### config.mk
export PLATFORM = sky130hd
export DESIGN_NAME = asymmetric_slew_ramp
export DESIGN_NICKNAME = d
export VERILOG_FILES = /design/src/rtl/asr_pkg.sv /design/src/rtl/asr_step.sv /design/src/rtl/asymmetric_slew_ramp.sv
export SDC_FILE = /design/constraint.sdc
export NUM_CORES = 2
export LEC_CHECK = 0
export BUFFER_PORTS_ARGS = -buffer_cell sky130_fd_sc_hd__buf_2
export CAP_MARGIN = 25
export CORE_MARGIN = 1.5
export CORE_UTILIZATION = 65
export DETAILED_ROUTE_END_ITERATION = 7
export PLACE_DENSITY = 0.83
export SYNTH_ARGS = -nofsm -noshare
export SYNTH_HDL_FRONTEND = slang
export SYNTH_HIERARCHICAL = 1
export SYNTH_SLANG_ARGS = --single-unit
export TNS_END_PERCENT = 100
### constraint.sdc
create_clock -name clock -period 26.7 [get_ports clock]
set_input_delay 1.335 -clock clock [delete_from_list [all_inputs] [get_ports clock]]
set_output_delay 1.335 -clock clock [all_outputs]
set_load 0.1 [all_outputs]
### src/rtl/asr_pkg.sv
// Shared types and constants for the asymmetric slew ramp.
// Channel payload structs, item modes, register indexes and field widths.
// No dependencies.
package asr_pkg;

   localparam int unsigned LEVEL_W      = 32;
   localparam int unsigned RATE_W       = 31;
   localparam int unsigned DT_W         = 16;
   localparam int unsigned CSR_IDX_W    = 2;
   localparam int unsigned FRAC_BITS_DEF = 16;

   localparam logic [RATE_W-1:0] RATE_RESET = RATE_W'(65536);

   typedef enum logic [1:0] {
      MODE_UPDATE = 2'd0,
      MODE_TARGET = 2'd1,
      MODE_FORCE  = 2'd2
   } mode_type;

   typedef enum logic [CSR_IDX_W-1:0] {
      CSR_ACCEL = 2'd0,
      CSR_DECEL = 2'd1
   } csr_idx_type;

   typedef struct packed {
      logic [1:0]                mode;
      logic signed [LEVEL_W-1:0] value;
      logic [DT_W-1:0]           dt;
   } req_type;

   typedef struct packed {
      logic signed [LEVEL_W-1:0] level;
      logic                      idle;
   } rsp_type;

   typedef struct packed {
      logic signed [LEVEL_W-1:0] present;
      logic signed [LEVEL_W-1:0] goal;
   } state_type;

endpackage

### src/rtl/asr_step.sv
// Single-pass datapath of the ramp: works out the next present and goal
// levels and the result for one item. Purely combinational.
// Depends on asr_pkg.
module asr_step #(
   parameter int unsigned FRAC_BITS = asr_pkg::FRAC_BITS_DEF
) (
   input  asr_pkg::req_type                  item,
   input  asr_pkg::state_type                cur,
   input  logic [asr_pkg::RATE_W-1:0]        accel_rate,
   input  logic [asr_pkg::RATE_W-1:0]        decel_rate,
   output asr_pkg::state_type                nxt,
   output asr_pkg::rsp_type                  result
);
   import asr_pkg::*;

   localparam int unsigned PROD_W  = RATE_W + DT_W;
   localparam int unsigned DIFF_W  = LEVEL_W + 1;
   localparam logic [DIFF_W-1:0] IdleGap = DIFF_W'((64'd1 << FRAC_BITS) / 64'd1000);
   localparam logic [PROD_W-1:0] StepMax = PROD_W'({RATE_W{1'b1}});

   logic                      growing;
   logic [RATE_W-1:0]         rate;
   logic [PROD_W-1:0]         prod;
   logic [PROD_W-1:0]         prod_shr;
   logic [RATE_W-1:0]         step;
   logic signed [DIFF_W-1:0]  step_s;
   logic signed [DIFF_W-1:0]  diff;
   logic signed [DIFF_W-1:0]  moved;
   logic signed [LEVEL_W-1:0] advanced;
   logic signed [DIFF_W-1:0]  gap;
   logic [DIFF_W-1:0]         gap_abs;

   always_comb begin
      // magnitude grows on the present side of zero
      if (!cur.present[LEVEL_W-1]) begin
         growing = cur.goal > cur.present;
      end else begin
         growing = cur.goal < cur.present;
      end
      rate     = growing ? accel_rate : decel_rate;
      prod     = PROD_W'(rate) * PROD_W'(item.dt);
      prod_shr = prod >> FRAC_BITS;
      step     = (prod_shr > StepMax) ? {RATE_W{1'b1}} : prod_shr[RATE_W-1:0];
      step_s   = $signed({2'b00, step});
      diff     = $signed({cur.goal[LEVEL_W-1], cur.goal})
               - $signed({cur.present[LEVEL_W-1], cur.present});

      // land on the goal when the step would reach or pass it
      if (diff > step_s) begin
         moved    = $signed({cur.present[LEVEL_W-1], cur.present}) + step_s;
         advanced = moved[LEVEL_W-1:0];
      end else if (diff < -step_s) begin
         moved    = $signed({cur.present[LEVEL_W-1], cur.present}) - step_s;
         advanced = moved[LEVEL_W-1:0];
      end else begin
         moved    = '0;
         advanced = cur.goal;
      end

      nxt          = cur;
      result.level = cur.present;
      case (item.mode)
         MODE_UPDATE: begin
            nxt.present = advanced;
            if (item.dt == '0) begin
               result.level = '0;
            end else begin
               result.level = advanced;
            end
         end
         MODE_TARGET: begin
            nxt.goal = item.value;
         end
         MODE_FORCE: begin
            nxt.present  = item.value;
            nxt.goal     = item.value;
            result.level = item.value;
         end
         default: begin
            nxt = cur;
         end
      endcase

      gap     = $signed({nxt.goal[LEVEL_W-1], nxt.goal})
              - $signed({nxt.present[LEVEL_W-1], nxt.present});
      gap_abs = gap[DIFF_W-1] ? DIFF_W'(-gap) : DIFF_W'(gap);
      result.idle = gap_abs <= IdleGap;
   end

endmodule

### src/rtl/asymmetric_slew_ramp.sv
// Top level of the asymmetric slew ramp: input register, rate and level
// registers, result register and handshakes. Depends on asr_pkg, asr_step.
//
//   channel  direction  handshake        payload
//   req_     in         valid / stall    asr_pkg::req_type (mode, value, dt)
//   rsp_     out        valid / stall    asr_pkg::rsp_type (level, idle)
//   csr_     in         valid / ready    index, 31-bit rate word
//
// One item per cycle sustained while rsp_stall is low; a result is offered once its
// item has passed the input register and then the result register, with the
// single multiply-and-compare path in asr_step between them.
// Synchronous reset clears both levels to zero and both rates to 1.0/s.
// A stalled result holds the input register; req_stall rises only when it
// is occupied and cannot move on.
module asymmetric_slew_ramp #(
   parameter int unsigned FRAC_BITS = asr_pkg::FRAC_BITS_DEF
) (
   input  logic                             clock,
   input  logic                             reset,
   input  logic                             req_valid,
   output logic                             req_stall,
   input  asr_pkg::req_type                 req_payload,
   output logic                             rsp_valid,
   input  logic                             rsp_stall,
   output asr_pkg::rsp_type                 rsp_payload,
   input  logic                             csr_valid,
   output logic                             csr_ready,
   input  logic [asr_pkg::CSR_IDX_W-1:0]    csr_index,
   input  logic [asr_pkg::RATE_W-1:0]       csr_wdata
);
   import asr_pkg::*;

   logic              item_vld_ff;
   req_type           item_ff;
   state_type         state_ff;
   state_type         state_in;
   logic [RATE_W-1:0] accel_ff;
   logic [RATE_W-1:0] decel_ff;
   logic              rsp_vld_ff;
   rsp_type           rsp_ff;
   rsp_type           rsp_in;
   logic              fire;
   logic              take;

   asr_step #(
      .FRAC_BITS (FRAC_BITS)
   ) u_step (
      .item       (item_ff),
      .cur        (state_ff),
      .accel_rate (accel_ff),
      .decel_rate (decel_ff),
      .nxt        (state_in),
      .result     (rsp_in)
   );

   assign fire      = item_vld_ff && (!rsp_vld_ff || !rsp_stall);
   assign req_stall = item_vld_ff && !fire;
   assign take      = req_valid && !req_stall;
   assign csr_ready = 1'b1;
   assign rsp_valid   = rsp_vld_ff;
   assign rsp_payload = rsp_ff;

   always_ff @(posedge clock) begin
      if (reset) begin
         item_vld_ff <= 1'b0;
         rsp_vld_ff  <= 1'b0;
         state_ff    <= '0;
         accel_ff    <= RATE_RESET;
         decel_ff    <= RATE_RESET;
      end else begin
         if (take) begin
            item_vld_ff <= 1'b1;
         end else if (fire) begin
            item_vld_ff <= 1'b0;
         end
         if (fire) begin
            rsp_vld_ff <= 1'b1;
            state_ff   <= state_in;
         end else if (!rsp_stall) begin
            rsp_vld_ff <= 1'b0;
         end
         if (csr_valid && csr_ready) begin
            case (csr_index)
               CSR_ACCEL: accel_ff <= csr_wdata;
               CSR_DECEL: decel_ff <= csr_wdata;
               default: begin
                  accel_ff <= accel_ff;
               end
            endcase
         end
      end
   end

   // payload registers: load on transfer, hold otherwise
   always_ff @(posedge clock) begin
      if (take) begin
         item_ff <= req_payload;
      end
      if (fire) begin
         rsp_ff <= rsp_in;
      end
   end

`ifndef NO_ASSERTIONS
   a_fire_gives_result: assert property (@(posedge clock) disable iff (reset)
      fire |=> rsp_valid)
      else $error("processed item produced no result");

   a_stall_only_when_full: assert property (@(posedge clock) disable iff (reset)
      req_stall |-> item_vld_ff && rsp_vld_ff)
      else $error("input stalled with room to advance");

   a_state_holds: assert property (@(posedge clock) disable iff (reset)
      !fire |=> $stable(state_ff))
      else $error("levels changed without an item");

   a_force_is_idle: assert property (@(posedge clock) disable iff (reset)
      fire && item_ff.mode == MODE_FORCE |=>
         rsp_ff.idle && rsp_ff.level == $past(item_ff.value))
      else $error("forced level not reported");

   a_zero_dt_level: assert property (@(posedge clock) disable iff (reset)
      fire && item_ff.mode == MODE_UPDATE && item_ff.dt == '0 |=>
         rsp_ff.level == '0 && state_ff == $past(state_ff))
      else $error("update with zero dt moved the ramp");
`endif

endmodule

Yosys cells after proc, flatten, opt, wreduce, memory -nomap -nowiden
Cells that the tools add are included.
{"block": "totals", "reg_bits": 211, "latch_bits": 0, "ramBits": 0, "rom_bits": 0, "in_bits": 88, "out_inout_bits": 36, "word_cells": 57, "mem_count": 0}
{"block": "op_classes", "addsub": 6, "n_mul": 1, "div": 0, "n_lt_le_gt_ge": 6, "eq_ne": 4, "shift": 0, "n_mux": 14, "bitwise_logic": 0, "reduce_logical": 15}
{"operator": "32-bit two-way mux", "count": 4}
{"operator": "32-bit one-hot mux with 2 select lines", "count": 2}
{"operator": "32-bit by 32-bit subtractor with 33-bit output", "count": 2}
{"operator": "31-bit two-way mux", "count": 2}
{"operator": "31-bit by 16-bit multiplier with 47-bit output", "count": 1}
{"operator": "33-bit by 32-bit > comparator with 1-bit output", "count": 1}
{"operator": "33-bit by 7-bit less-or-equal comparator with 1-bit output, second input constant", "count": 1}
{"operator": "33-bit less-than comparator", "count": 1}
{"operator": "33-bit two-way mux", "count": 1}
{"operator": "31-bit negation with 33-bit output", "count": 1}
{"operator": "33-bit negation", "count": 1}
{"operator": "32-bit adder", "count": 1}
{"operator": "32-bit > comparator", "count": 1}
{"operator": "32-bit less-than comparator", "count": 1}
{"operator": "32-bit subtractor", "count": 1}
{"operator": "31-bit > comparator, second input constant", "count": 1}
{"operator": "16-bit zero test", "count": 1}
{"operator": "1-bit two-way mux", "count": 5}
{"operator": "2-bit by 1-bit == test with 1-bit output, second input constant", "count": 2}
{"operator": "1-bit zero test", "count": 4}
{"operator": "2-bit zero test", "count": 2}
{"operator": "2-bit AND reduction", "count": 2}
{"operator": "1-bit logical AND", "count": 3}
{"operator": "2-bit == test, second input constant", "count": 1}
{"operator": "4 further kinds", "count": 4}

Logic depth before layout (Yosys ltp)
{"block": "logic_depth", "depth_word": 15, "ltp_mapped": 75, "depth_no_buf": 69}

Modules after synthesis
The synthesis kept the hierarchy.
{"module": "asr_step", "n_inst": 1, "cells_each": 3668, "area_per_inst_um2": 28217.1, "seq_area_each_um2": 0.0}
{"module": "asymmetric_slew_ramp", "n_inst": 1, "cells_each": 608, "area_per_inst_um2": 8054.0, "seq_area_each_um2": 5054.8}

Least setup slack after synthesis
Ideal clock, no wire load.
{"block": "synth_timing", "path_kind": "register to register", "from": "register state_ff[33] in the netlist's numbering", "to": "register rsp_ff (netlist bit rsp_payload[0]), data pin", "setup_time_ps": 167, "arrival_ps": 15627, "t_required_ps": 26533, "path_slack_ps": 10906, "stages_incl_launch_ff": 66, "path_buffers": 5, "synth_period_minus_slack_ps": 15794, "cell_sequence": "dfxtp_1 -> inv_1 -> ha_1 -> nor2b_1 -> o31a_1 -> o311a_1 -> o211ai_2 -> o211a_1 -> a211oi_1 -> a21oi_1 -> clkbuf_1 -> buf_1 -> mux2_2 -> clkbuf_1 -> nand2_1 -> fa_1 -> fa_1 -> fa_1 -> [30 not listed] -> o21ai_0 -> o21ai_0 -> ha_1 -> inv_1 -> fa_1 -> a21o_1 -> a21o_1 -> a21o_1 -> a311oi_1 -> nand4bb_1 -> nor3_1 -> nand3_1 -> nor3_1 -> and4_1 -> nor2_1 -> o41ai_1 -> nand4_1 -> a211oi_1"}
{"element": "start: declaration", "line_no": "asymmetric_slew_ramp.sv:35", "text": "state_type state_ff;"}
{"element": "start signal: assignment", "line_no": "asymmetric_slew_ramp.sv:78", "text": "state_ff <= state_in;"}
{"element": "end signal: assignment", "line_no": "asymmetric_slew_ramp.sv:100", "text": "rsp_ff <= rsp_in;"}
{"element": "end: declaration", "line_no": "asymmetric_slew_ramp.sv:40", "text": "rsp_type rsp_ff;"}

==> run metrics <==
largest net degree at the start of global routing 126; Rows 86; vias in the first global route 31400; Synth top area share 0.225; Startpoint Class flip-flop; worst skew pair latency 0.54 ns; Hold Vio Cnt, Final 0; MaxCap Viol Count 0; post-synth top area cell fa_1; Area contributors post-synth fa_1 22%, ha_1 11%, dfxtp_1 7.1%; most common cell in the netlist inv_1; Top FF cell, synth dfxtp_1; f_max 51.6 MHz; core area 55100 µm²; number of setup violations in the final report 0; clk buf depth 3; Syn Inst Count 4276; Tmin final 19.37 ns; reg2reg end rsp_payload[0]; relative slew slack 0.262; die extent in x 239 µm; Initial Utilization 0.658; Distinct cells, synth 103; TritonCTS clock tree yes; CTS H-tree lvls 1; post-synthesis register bit count 211; clk slew on worst S/H paths 0.07 ns; Nets 5049; Die H 239 µm; WL/cell 21.2 µm; worst reg-to-reg setup slack 7.33 ns; Area Growth Syn to Fin 4.54%; I/O Pins 124; GPL Wtd Cong 1.03; dpl cell area 37200 µm²; Simple-Gate Fraction of Synth Area 0.202; slowest CP cell o31ai_1; antenna violations before repair 1; clock tree root buffer cell clkbuf_16; Seq/Total Area, Yosys 0.139; first-pass GRT wire length 169 mm; Hold Path End accel_ff[18]; HPWL Detailed 82.8 mm; vias post-DR 31600; Least-Margin Pin Slew 1.10 ns; yosys warns 6; Worst R2R Path Depth 61; final period utilization 0.726; CP delay by family, top compound AO/OA/AOI/OAI gates; Crit Path Max Fanout 51; Buf/Inv on CP 9; Largest stage delay, worst path 0.79 ns; postcts setup bufs 0; vias per cell 6.30; Final Skew 0.0233 ns; Sinks on Clock Net 211; mux contribution to synthesized area 0.0572; Post-Synth Adder-Cell Area 0.331; Reg area 5050 µm²; Final TNS setup 0 ns; Arr. time, crit path 19.74 ns; area of the mapped netlist 36300 µm²; WP data required 27.07 ns; Final ANT Viol Nets 0; drt first pass iters 6; status completed; Hold Crit Start accel_ff[18]; Post-synth top cells 588 x inv_1, 435 x nand2_1, 407 x fa_1; Fillers 4469; Port Buffer Count 122; Mapped Nets 5080; Hold Buf Count CTS 0; WS Path Type reg2reg; worst hold path depth 2; design area 37900 µm²; Mapped Avg Cell Area 8.48 µm²; multi-input logic area 28100 µm²; Critical R2R Launch state_ff[63]; drt drc 0; Hold Crit Class reg2reg; CP Capture Type flip-flop; Post-Synth XOR/XNOR Area 0.0246; largest family of logic cells by synthesized area adder cells; unrepaired setup endpoints after global routing no; fraction of registers with async set/reset 0; area fraction in compound gates after synthesis 0.158; Detailed Route WL 106 mm; drt initial violations 2972; GR Util All Layers 0.375; share of post-route cells with drive strength above 1 0.0803; PostCTS Resize Cnt 0; grt total ovfl 0; EDFF count, synth 83; max-slew violation count 0; TritonCTS Buffers 23; Die Footprint 57200 µm²
-- tightest hold or removal path, cell delays in order, from the launching register on --
cell and delay (ns):
dfxtp_1 0.32, nand2b_1 0.06, mux2i_1 0.05
-- stage by stage --
stage / hold WS (ns) / setup WS [ns] / instances / utilization
after CTS: 0.479 / 7.76 / 5009 / 0.688
after global routing: 0.492 / 6.29 / 5009 / 0.688
after detailed placement: 0.465 / 7.83 / 4968 / 0.675
after floorplan: 0.446 / 10.91 / 4276 / -
final: 0.476 / 7.33 / 5010 / 0.688
after global placement: 0.457 / 8.03 / 4968 / 0.675
-- worst max-delay path by stage --
stage / from / end / slack (ns) / depth (start not counted)
after global routing: state_ff[63] / rsp_payload[0] / 6.29 / 61
final: state_ff[63] / rsp_payload[0] / 7.33 / 61
after floorplan: state_ff[33] / rsp_payload[0] / 10.91 / 65
after detailed placement: state_ff[63] / rsp_payload[0] / 7.83 / 61
after CTS: state_ff[63] / rsp_payload[0] / 7.76 / 61
after global placement: state_ff[63] / rsp_payload[0] / 8.03 / 61
-- layer usage --
metal  track usage  wire [µm]  vias to the layer above
li1              -          -                    14300
met1         0.471      40800                    15300
met2         0.613      48800                     1632
met3        0.0662       9820                      380
met4         0.207       6830                        0
met5             0          0                        -
-- flip-flops by register name (all words and copies together), names as in the netlist --
signal and flops:
state_ff 64, item_ff 50, item_vld_ff 1, rsp_valid 1, rsp_payload 33, accel_ff 31, decel_ff 31
-- logic make-up (layout without fill, tap and decap cells) --
| kind of cell | count (synthesis) | in the layout |
|---|---|---|
| AND/OR/NAND/NOR | 1417 | 1417 |
| other | 1 | 2 |
| AO/OA/AOI/OAI | 829 | 829 |
| flip-flops | 211 | 211 |
| adder cells (fa/ha/maj) | 716 | 716 |
| XOR/XNOR | 100 | 100 |
| multiplexers | 200 | 200 |
| buffers and inverters | 802 | 787 |
-- layout by cell type (no fill, tap or decap), types with 26 or more instances in the layout --
| cell type | netlist | layout |
|---|---|---|
| a21oi_1 | 186 | 185 |
| nor3_1 | 75 | 75 |
| xor2_1 | 28 | 28 |
| o22ai_1 | 27 | 27 |
| nand3_1 | 51 | 51 |
| mux2_2 | 58 | 58 |
| nand4_1 | 53 | 53 |
| nor2_1 | 179 | 176 |
| a31o_2 | 37 | 37 |
| fa_1 | 407 | 407 |
| a31oi_1 | 34 | 34 |
| nand2_1 | 435 | 435 |
| a211oi_1 | 26 | 26 |
| ha_1 | 309 | 308 |
| o21bai_1 | 37 | 37 |
| o21a_1 | 35 | 35 |
| buf_2 | 7 | 121 |
| a21o_1 | 115 | 115 |
| a22o_1 | 42 | 42 |
| and2_1 | 219 | 219 |
| nand2b_1 | 241 | 241 |
| nor2b_1 | 36 | 36 |
| xnor2_1 | 70 | 70 |
| inv_1 | 588 | 588 |
| buf_4 | 4 | 37 |
| or3_1 | 37 | 37 |
| edfxtp_1 | 83 | 83 |
| mux2i_1 | 142 | 142 |
| o21ai_0 | 117 | 117 |
| dfxtp_1 | 128 | 128 |
-- final cells by class --
type | count | area share
clock buffers | 29 | 0.0168
repair buffers | 158 | 0.0233
well taps | 748 | 0.0247
diodes | 1 | 0.0000660
clock inverters | 12 | 0.00280
multi-input cells | 3263 | 0.741
flip-flops and latches | 211 | 0.133
inverters | 588 | 0.0582
Power is not shown: default switching activity piles up to over one toggle a cycle in this logic, so the estimate is an artifact.
